## config.mk

```make
export PLATFORM = sky130hd
export DESIGN_NAME = pattern_collapse_filter_top
export DESIGN_NICKNAME = d
export VERILOG_FILES = /design/src/pcf_pkg.sv /design/src/pattern_collapse_filter_top.sv
export VERILOG_INCLUDE_DIRS = /design/src /design/src/src
export SDC_FILE = /design/constraint.sdc
export NUM_CORES = 1
export LEC_CHECK = 0
export BUFFER_PORTS_ARGS = -buffer_cell sky130_fd_sc_hd__buf_4
export CAP_MARGIN = 20
export CELL_PAD_IN_SITES_DETAIL_PLACEMENT = 1
export CELL_PAD_IN_SITES_GLOBAL_PLACEMENT = 2
export CORE_UTILIZATION = 43
export CTS_BUF_LIST = sky130_fd_sc_hd__clkbuf_16
export DETAILED_ROUTE_END_ITERATION = 6
export GPL_ROUTABILITY_DRIVEN = 0
export PLACE_DENSITY_LB_ADDON = 0.08
export SYNTH_ARGS = -nofsm -noshare
export SYNTH_HDL_FRONTEND = slang
export SYNTH_SLANG_ARGS = --single-unit
```

## constraint.sdc

```tcl
create_clock -name clk -period 15.4 [get_ports clk]
set_input_delay 3.08 -clock clk [delete_from_list [all_inputs] [get_ports clk]]
set_output_delay 3.08 -clock clk [all_outputs]
set_load 0.01 [all_outputs]
```

## src/pattern_collapse_filter_top_macros.svh

```systemverilog
// assertion macros for the pattern collapse filter
`ifndef PATTERN_COLLAPSE_FILTER_TOP_MACROS_SVH
`define PATTERN_COLLAPSE_FILTER_TOP_MACROS_SVH
`ifndef SYNTHESIS
// property checked on every edge outside reset
`define PCF_ASSERT(label, clk, rst, prop) \
  label: assert property (@(posedge clk) disable iff (rst) prop) \
    else $error("pattern collapse filter check failed");
// implication whose effect is checked in the cycle after the cause, outside reset
`define PCF_ASSERT_NEXT(label, clk, rst, cause, effect) \
  label: assert property (@(posedge clk) disable iff (rst) (cause) |=> (effect)) \
    else $error("pattern collapse filter sequence check failed");
`else
`define PCF_ASSERT(label, clk, rst, prop)
`define PCF_ASSERT_NEXT(label, clk, rst, cause, effect)
`endif
`endif

```

## src/pcf_pkg.sv

```systemverilog
// shared constants and types of the pattern collapse filter
`default_nettype none

package pcf_pkg;

  localparam int NUM_CODES       = 7;
  localparam int MAX_PATTERN_DEF = 7;
  localparam int CODE_W          = 8;
  localparam int COUNT_W         = 16;
  localparam int LEN_W           = 3;
  localparam int SKIP_W          = 3;
  localparam int CFG_IDX_W       = 3;

  typedef logic signed [CODE_W-1:0] code_t;
  typedef logic [LEN_W-1:0]         len_t;
  typedef logic [COUNT_W-1:0]       count_t;
  typedef logic [SKIP_W-1:0]        skip_t;
  typedef logic [CFG_IDX_W-1:0]     cfg_idx_t;

  localparam cfg_idx_t REG_PATTERN_LENGTH = 3'd0;
  localparam len_t     LEN_RESET          = 3'd7;
  localparam len_t     MIN_LEN            = 3'd2;

  typedef struct packed {
    code_t  code;
    logic   last;
    count_t total;
  } out_item_t;

endpackage

`default_nettype wire

```

## src/pattern_collapse_filter_top.sv

```systemverilog
// pattern collapse filter: sliding pattern match with in-place substitution
//
// Codes enter on the in_valid/in_ready channel (code_in, final_in) and leave
// in stream order on out_valid/out_ready (code_out, final_out, match_total).
// The window is held back by pattern_length - 1 codes, so a request normally
// gives one result, the one leaving the window; the request with final_in set
// drains the window, one result per cycle, and the last result carries
// final_out and the saturating match count. Shortening pattern_length between
// streams makes the next request give several results, again one per cycle.
// A result passes through the input register and then the result queue. One
// window step per cycle (compare, collapse, shift) sets the rate: one code per
// cycle in the steady stream, one result per step while a window drains.
// Registers are written on cfg_valid/cfg_ready (always ready); the user must
// write only while idle, the block does not enforce it. A synchronous reset
// clears the window, counters, queues and registers. A receiver stall fills
// the two-entry result queue; the window step and the input register hold.
`default_nettype none
`include "pattern_collapse_filter_top_macros.svh"

module pattern_collapse_filter_top #(
  parameter int MAX_PATTERN = pcf_pkg::MAX_PATTERN_DEF
) (
  input  wire logic                    clk,
  input  wire logic                    rst,
  input  wire logic                    in_valid,
  output      logic                    in_ready,
  input  wire pcf_pkg::code_t          code_in,
  input  wire logic                    final_in,
  output      logic                    out_valid,
  input  wire logic                    out_ready,
  output      pcf_pkg::code_t          code_out,
  output      logic                    final_out,
  output      pcf_pkg::count_t         match_total,
  input  wire logic                    cfg_valid,
  output      logic                    cfg_ready,
  input  wire pcf_pkg::cfg_idx_t       cfg_index,
  input  wire pcf_pkg::code_t          cfg_data
);

  localparam int FILL_W  = $clog2(MAX_PATTERN + 1);
  localparam int LEN_CAP = (MAX_PATTERN < pcf_pkg::NUM_CODES) ? MAX_PATTERN
                                                              : pcf_pkg::NUM_CODES;

  // configuration
  pcf_pkg::len_t  plen;
  pcf_pkg::code_t pat [pcf_pkg::NUM_CODES];
  logic [FILL_W-1:0] len_act;
  logic [FILL_W-1:0] half;

  // input register
  logic           in_q_valid;
  pcf_pkg::code_t code_q;
  logic           fin_q;

  // window state
  pcf_pkg::code_t  win [MAX_PATTERN];
  logic [FILL_W-1:0] fill;
  pcf_pkg::skip_t  skip;
  pcf_pkg::count_t cnt;
  logic            flush_q;
  logic            run_q;

  pcf_pkg::code_t  win_next [MAX_PATTERN];
  logic [FILL_W-1:0] fill_next;
  pcf_pkg::skip_t  skip_next;
  pcf_pkg::count_t cnt_next;
  logic            flush_next;
  logic            run_next;

  // engine signals
  logic            out_space;
  logic            ins;
  logic            step;
  logic [FILL_W-1:0] ins_idx;
  pcf_pkg::code_t  win_a [MAX_PATTERN];
  logic [FILL_W-1:0] fill_a;
  logic            flush_a;
  pcf_pkg::code_t  win_b [MAX_PATTERN];
  pcf_pkg::code_t  win_s [MAX_PATTERN];
  pcf_pkg::code_t  win_p [MAX_PATTERN];
  pcf_pkg::skip_t  skip_b;
  pcf_pkg::count_t cnt_b;
  logic            found;
  pcf_pkg::skip_t  mis_k;
  pcf_pkg::code_t  sum;
  logic            do_eval;
  logic            do_flush;
  logic            emit;
  logic            emit_last;
  pcf_pkg::out_item_t emit_item;

  // result queue
  pcf_pkg::out_item_t ent [2];
  logic       wr_ptr;
  logic       rd_ptr;
  logic [1:0] ocnt;
  logic       pop;

  assign cfg_ready = 1'b1;

  always_ff @(posedge clk) begin
    if (rst) begin
      plen <= pcf_pkg::LEN_RESET;
      pat  <= '{default: '0};
    end else if (cfg_valid) begin
      if (cfg_index == pcf_pkg::REG_PATTERN_LENGTH) begin
        plen <= cfg_data[pcf_pkg::LEN_W-1:0];
      end else begin
        pat[cfg_index - pcf_pkg::cfg_idx_t'(1)] <= cfg_data;
      end
    end
  end

  always_comb begin
    priority if (plen < pcf_pkg::MIN_LEN) begin
      len_act = FILL_W'(pcf_pkg::MIN_LEN);
    end else if (int'(plen) > LEN_CAP) begin
      len_act = FILL_W'(LEN_CAP);
    end else begin
      len_act = FILL_W'(plen);
    end
  end

  assign half = len_act >> 1;

  // handshake: all terms are registered
  assign out_space = (ocnt != 2'd2);
  assign ins       = out_space && in_q_valid && !run_q;
  assign step      = out_space && (in_q_valid || run_q);
  assign in_ready  = !in_q_valid || ins;

  always_ff @(posedge clk) begin
    if (rst) begin
      in_q_valid <= 1'b0;
    end else if (in_valid && in_ready) begin
      in_q_valid <= 1'b1;
    end else if (ins) begin
      in_q_valid <= 1'b0;
    end
  end

  always_ff @(posedge clk) begin
    if (in_valid && in_ready) begin
      code_q <= code_in;
      fin_q  <= final_in;
    end
  end

  // append the new code
  assign ins_idx = (fill >= FILL_W'(MAX_PATTERN)) ? FILL_W'(MAX_PATTERN - 1) : fill;

  always_comb begin
    win_a   = win;
    fill_a  = fill;
    flush_a = flush_q || (ins && fin_q);
    if (ins) begin
      for (int k = 0; k < MAX_PATTERN; k++) begin
        if (FILL_W'(k) == ins_idx) begin
          win_a[k] = code_q;
        end
      end
      fill_a = ins_idx + FILL_W'(1);
    end
  end

  // compare against the pattern and form the collapsed sum
  always_comb begin
    found = 1'b0;
    mis_k = '0;
    sum   = '0;
    for (int k = 0; k < LEN_CAP; k++) begin
      if (FILL_W'(k) < len_act) begin
        sum = sum + win_a[k];
        if (!found && (win_a[k] != pat[k])) begin
          found = 1'b1;
          mis_k = pcf_pkg::SKIP_W'(k);
        end
      end
    end
  end

  always_comb begin
    win_b  = win_a;
    skip_b = skip;
    cnt_b  = cnt;
    if (skip != '0) begin
      skip_b = skip - pcf_pkg::skip_t'(1);
    end else if (found) begin
      skip_b = mis_k;
    end else begin
      for (int k = 0; k < LEN_CAP; k++) begin
        if (FILL_W'(k) < len_act) begin
          win_b[k] = (FILL_W'(k) == half) ? sum : '0;
        end
      end
      if (cnt != '1) begin
        cnt_b = cnt + pcf_pkg::count_t'(1);
      end
    end
  end

  assign do_eval   = step && (fill_a >= len_act);
  assign do_flush  = step && !do_eval && flush_a && (fill_a != '0);
  assign emit      = do_eval || do_flush;
  assign emit_last = do_flush && (fill_a == FILL_W'(1));

  always_comb begin
    win_s = do_eval ? win_b : win_a;
    for (int k = 0; k < MAX_PATTERN - 1; k++) begin
      win_p[k] = win_s[k + 1];
    end
    win_p[MAX_PATTERN - 1] = '0;
  end

  always_comb begin
    emit_item.code  = win_s[0];
    emit_item.last  = emit_last;
    emit_item.total = emit_last ? cnt : '0;
  end

  always_comb begin
    win_next   = win;
    fill_next  = fill;
    skip_next  = skip;
    cnt_next   = cnt;
    flush_next = flush_q;
    if (step) begin
      if (emit_last) begin
        win_next   = '{default: '0};
        fill_next  = '0;
        skip_next  = '0;
        cnt_next   = '0;
        flush_next = 1'b0;
      end else if (emit) begin
        win_next   = win_p;
        fill_next  = fill_a - FILL_W'(1);
        skip_next  = do_eval ? skip_b : skip;
        cnt_next   = do_eval ? cnt_b : cnt;
        flush_next = flush_a;
      end else begin
        win_next   = win_a;
        fill_next  = fill_a;
        flush_next = flush_a;
      end
    end
    // keep stepping while the window still owes results
    run_next = step ? ((fill_next >= len_act) || (flush_next && (fill_next != '0)))
                    : run_q;
  end

  always_ff @(posedge clk) begin
    if (rst) begin
      win     <= '{default: '0};
      fill    <= '0;
      skip    <= '0;
      cnt     <= '0;
      flush_q <= 1'b0;
      run_q   <= 1'b0;
    end else begin
      win     <= win_next;
      fill    <= fill_next;
      skip    <= skip_next;
      cnt     <= cnt_next;
      flush_q <= flush_next;
      run_q   <= run_next;
    end
  end

  // two-entry result queue
  assign out_valid = (ocnt != 2'd0);
  assign pop       = out_valid && out_ready;

  always_ff @(posedge clk) begin
    if (rst) begin
      wr_ptr <= 1'b0;
      rd_ptr <= 1'b0;
      ocnt   <= 2'd0;
    end else begin
      if (emit) begin
        wr_ptr <= !wr_ptr;
      end
      if (pop) begin
        rd_ptr <= !rd_ptr;
      end
      ocnt <= ocnt + {1'b0, emit} - {1'b0, pop};
    end
  end

  always_ff @(posedge clk) begin
    if (emit) begin
      ent[wr_ptr] <= emit_item;
    end
  end

  assign code_out    = ent[rd_ptr].code;
  assign final_out   = ent[rd_ptr].last;
  assign match_total = ent[rd_ptr].total;

  `PCF_ASSERT(a_run_has_work, clk, rst,
              run_q |-> ((fill >= len_act) || (flush_q && (fill != '0))))
  `PCF_ASSERT(a_queue_no_overflow, clk, rst, (ocnt == 2'd2) |-> !emit)
  `PCF_ASSERT(a_queue_count_range, clk, rst, ocnt != 2'd3)
  `PCF_ASSERT_NEXT(a_last_clears_state, clk, rst, emit_last,
                   (fill == '0) && (cnt == '0) && (skip == '0) && !flush_q && !run_q)

endmodule

`default_nettype wire
```

==> flow_summary.yaml <==
run_status:
  status: "finished clean"
clocking:
  clk-insertion-delay-late_ns: 0.53
  clkTransAtPathRegs_ns: 0.06
  cts_sinks: 204
  htree_levels: 1
  cts_setup_buffers: 0
  cts_buffers: 24
  cts_resized: 0
  cts_tree: "done"
  cts_buffer_depth: 3
  root_buffer: "clkbuf_16"
  cts_hold_buf: 0
global_route:
  first_global_vias: 11000
  antenna_found_initial: 0
  grt_pass1_wl_mm: 68.2
  grt_remaining_overflow: 0
  grt_max_degree: 60
  track_usage_pct: 29.4
logic_synthesis:
  synthSimpleGateAreaFrac_pct: 14.4
  synth_edf_count: 59
  ys_warn_count: 0
  async_flop_share_pct: 0
  syn_inst: 1366
  synthAdderAreaFrac_pct: 7.12
  seq_area_frac_synth_pct: 36.6
  avgSynthCellArea_um2: 9.34
  synth_ff_type: "dfxtp_1"
  synthXorXnorAreaFrac_pct: 6.22
  synth-seq-cells: 204
  syn_area_um2: 12800
  synthesis.nets: 1460
  synth_top_family_by_area: "compound AO/OA/AOI/OAI gates"
  synthMuxAreaShare_pct: 13.0
  yosysUniqueCellTypes: 86
  synth_compound_area_share_pct: 17.1
drt:
  drc: 0
  vias: 10900
  postRouteWirelength_mm: 44.3
  post_drt_wl_per_cell_um: 24.6
  vias_per_cell: 6.02
  first_iter_violations: 774
  drt_first_pass_iters: 5
  ant_nets: 0
sta:
  fin_setup_tns_ns: 0
  drv_slew: 0
  rsz0062_at_grt: "false"
  finalCriticalPeriod_ns: 8.98
  worst_pin_slew_ns: 0.965
  fmax_ghz: 0.111
  fin_worst_skew_ns: 0.0227
  maxSlewHeadroom_pct: 35.4
  setup_viol_count_final: 0
  finalHoldViolCount: 0
  finalCritPeriodShare_pct: 58.3
final_layout:
  fin_nets: 1495
  n_fill_cell: 3279
  antenna_cells: 0
  syn2layout_area_growth_pct: 13.0
  drive_above_1_share_pct: 13.6
  stdcell_area_um2: 14400
die:
  die_x_um: 174
  ios: 53
  fp.dieH_um: 174
  die-area_um2: 30400
  coreArea_um2: 28900
  rows: 62
  start_util_pct: 44.1
power_and_ir_drop:
  peakVddDrop_mv: 0.0873
  p_per_area_nw_per_um2: 123
  p_leak_nw: 6.04
critical_path:
  cp-end-kind: "flip-flop"
  path_common_cell: "ha_1"
  max_stage_delay_ns: 0.71
  crit_path_max_fanout: 14
  reg2regPathDepth: 32
  start_kind: "flip-flop"
  path_class: "reg2reg"
  slowest_stage: "nor2b_1"
  crit_arrival_ns: 9.40
  crit_required_ns: 15.83
placed_design:
  dpl-instance-area_um2: 13600
  hpwl_mm: 33.6
  port_buffers: 51
hold_path:
  hp-class: "reg2reg"
  hold_path_depth: 2
run:
  max-cap-violations: 0
## metrics by stage
step / std cells / hold WS [ns] / power [mW] / worst slack [ns] / util (%)
3_3_place_gp: 1756 / 0.449 / 1.20 / 6.93 / 46.9
5_1_grt: 1803 / 0.502 / 1.86 / 5.84 / 49.8
3_5_place_dp: 1758 / 0.472 / 1.22 / 6.60 / 47.1
2_1_floorplan: 1366 / 0.435 / 1.03 / 7.64 / -
4_1_cts: 1802 / 0.479 / 1.78 / 6.52 / 49.8
6_report: 1803 / 0.480 / 1.77 / 6.42 / 49.8
## cells in the mapped netlist (5+ instances only)
cell type,instances,share of area [%]
nor3_1,31,1.2
nand3_1,22,0.86
nor4b_1,5,0.34
a21oi_1,71,2.8
o211ai_1,7,0.41
nor2_1,132,3.9
and3_1,8,0.39
o22ai_1,14,0.69
inv_1,98,2.9
buf_2,6,0.24
a2bb2oi_1,5,0.34
o21a_1,5,0.29
xnor2_1,45,3.1
edfxtp_1,59,14
o31ai_1,14,0.82
a22oi_1,28,1.6
nand2b_1,11,0.54
and2_1,26,1.3
mux2i_1,103,8.1
a2111oi_0,5,0.34
mux2_2,56,4.9
nand4_1,20,0.98
or3_1,11,0.54
dfxtp_1,145,23
ha_1,63,6.2
or4_1,5,0.29
xor2_1,43,3.0
fa_1,6,0.94
a222oi_1,12,0.94
nor2b_1,5,0.25
o21ai_0,34,1.3
o21bai_1,6,0.35
a211oi_1,5,0.29
clkbuf_1,64,1.9
o32ai_1,23,1.6
and4_1,5,0.34
a21o_1,20,1.2
nand2_1,58,1.7
## worst paths after layout
path	from	endpoint	slack, ns
max reg2reg	in_q_valid	win[55]	6.42
min	skip[1]	skip[1]	0.48
max	in_q_valid	win[55]	6.42
min reg2reg	skip[1]	skip[1]	0.48
## final cells by class
class	count	area [um^2]	share of cell area [%]
clock inverters	19	143	0.990
flip-flops and latches	204	4670	32.4
multi-input cells	986	7430	51.6
repair buffers	86	686	4.76
well taps	384	480	3.33
clock buffers	25	626	4.34
inverters	99	372	2.58
## kinds of logic after synthesis
group,Yosys count
AOI/OAI and AO/OA,306
and+or+nand+nor,362
adders and majority gates,69
DFF,204
muxes,159
buffers and inverters,176
xor gates and xnor gates,89
other,1
## flip-flops by register name (all words and copies together), names as in the netlist, 3 cells and up, named ones only
signal,count
cnt,16
plen,3
win,56
ent,50
skip,3
pat,56
code_q,8
fill,3
## power breakdown
group / leakage, nW / internal, mW / switching, mW / total (mW)
clock network: 0.403 / 0.326 / 0.229 / 0.555
logic: 3.94 / 0.250 / 0.365 / 0.615
registers: 1.69 / 0.579 / 0.0242 / 0.603
total: 6.04 / 1.15 / 0.618 / 1.77
## critical path, delay by kind of cell, from the launching register on
family | cells | cell delay [ns]
simple gates | 8 | 2.32
compound gates | 8 | 1.40
fa+ha+maj | 7 | 2.59
xor+xnor | 6 | 1.14
flops | 1 | 0.42
mux | 3 | 0.99
## layout by cell type, fill, tap and decap left out, types with 23 or more instances in the layout
| master | instances |
|---|---|
| buf_4 | 84 |
| nor2_1 | 131 |
| dfxtp_1 | 145 |
| xnor2_1 | 45 |
| nor3_1 | 29 |
| clkbuf_16 | 25 |
| mux2i_1 | 103 |
| a22oi_1 | 28 |
| mux2_2 | 56 |
| a21oi_1 | 71 |
| nand2_1 | 58 |
| o21ai_0 | 34 |
| inv_1 | 106 |
| ha_1 | 63 |
| edfxtp_1 | 59 |
| o32ai_1 | 23 |
| and2_1 | 26 |
| xor2_1 | 43 |
## layer usage
layer,wire (um),track usage [%],share of wire (%)
met2,22200,52.4,50
met1,18900,37.0,43
met5,0,0,0
met4,1380,9.50,3.1
met3,1870,2.89,4.2
No activity file was read; power rests on OpenSTA's default activity.
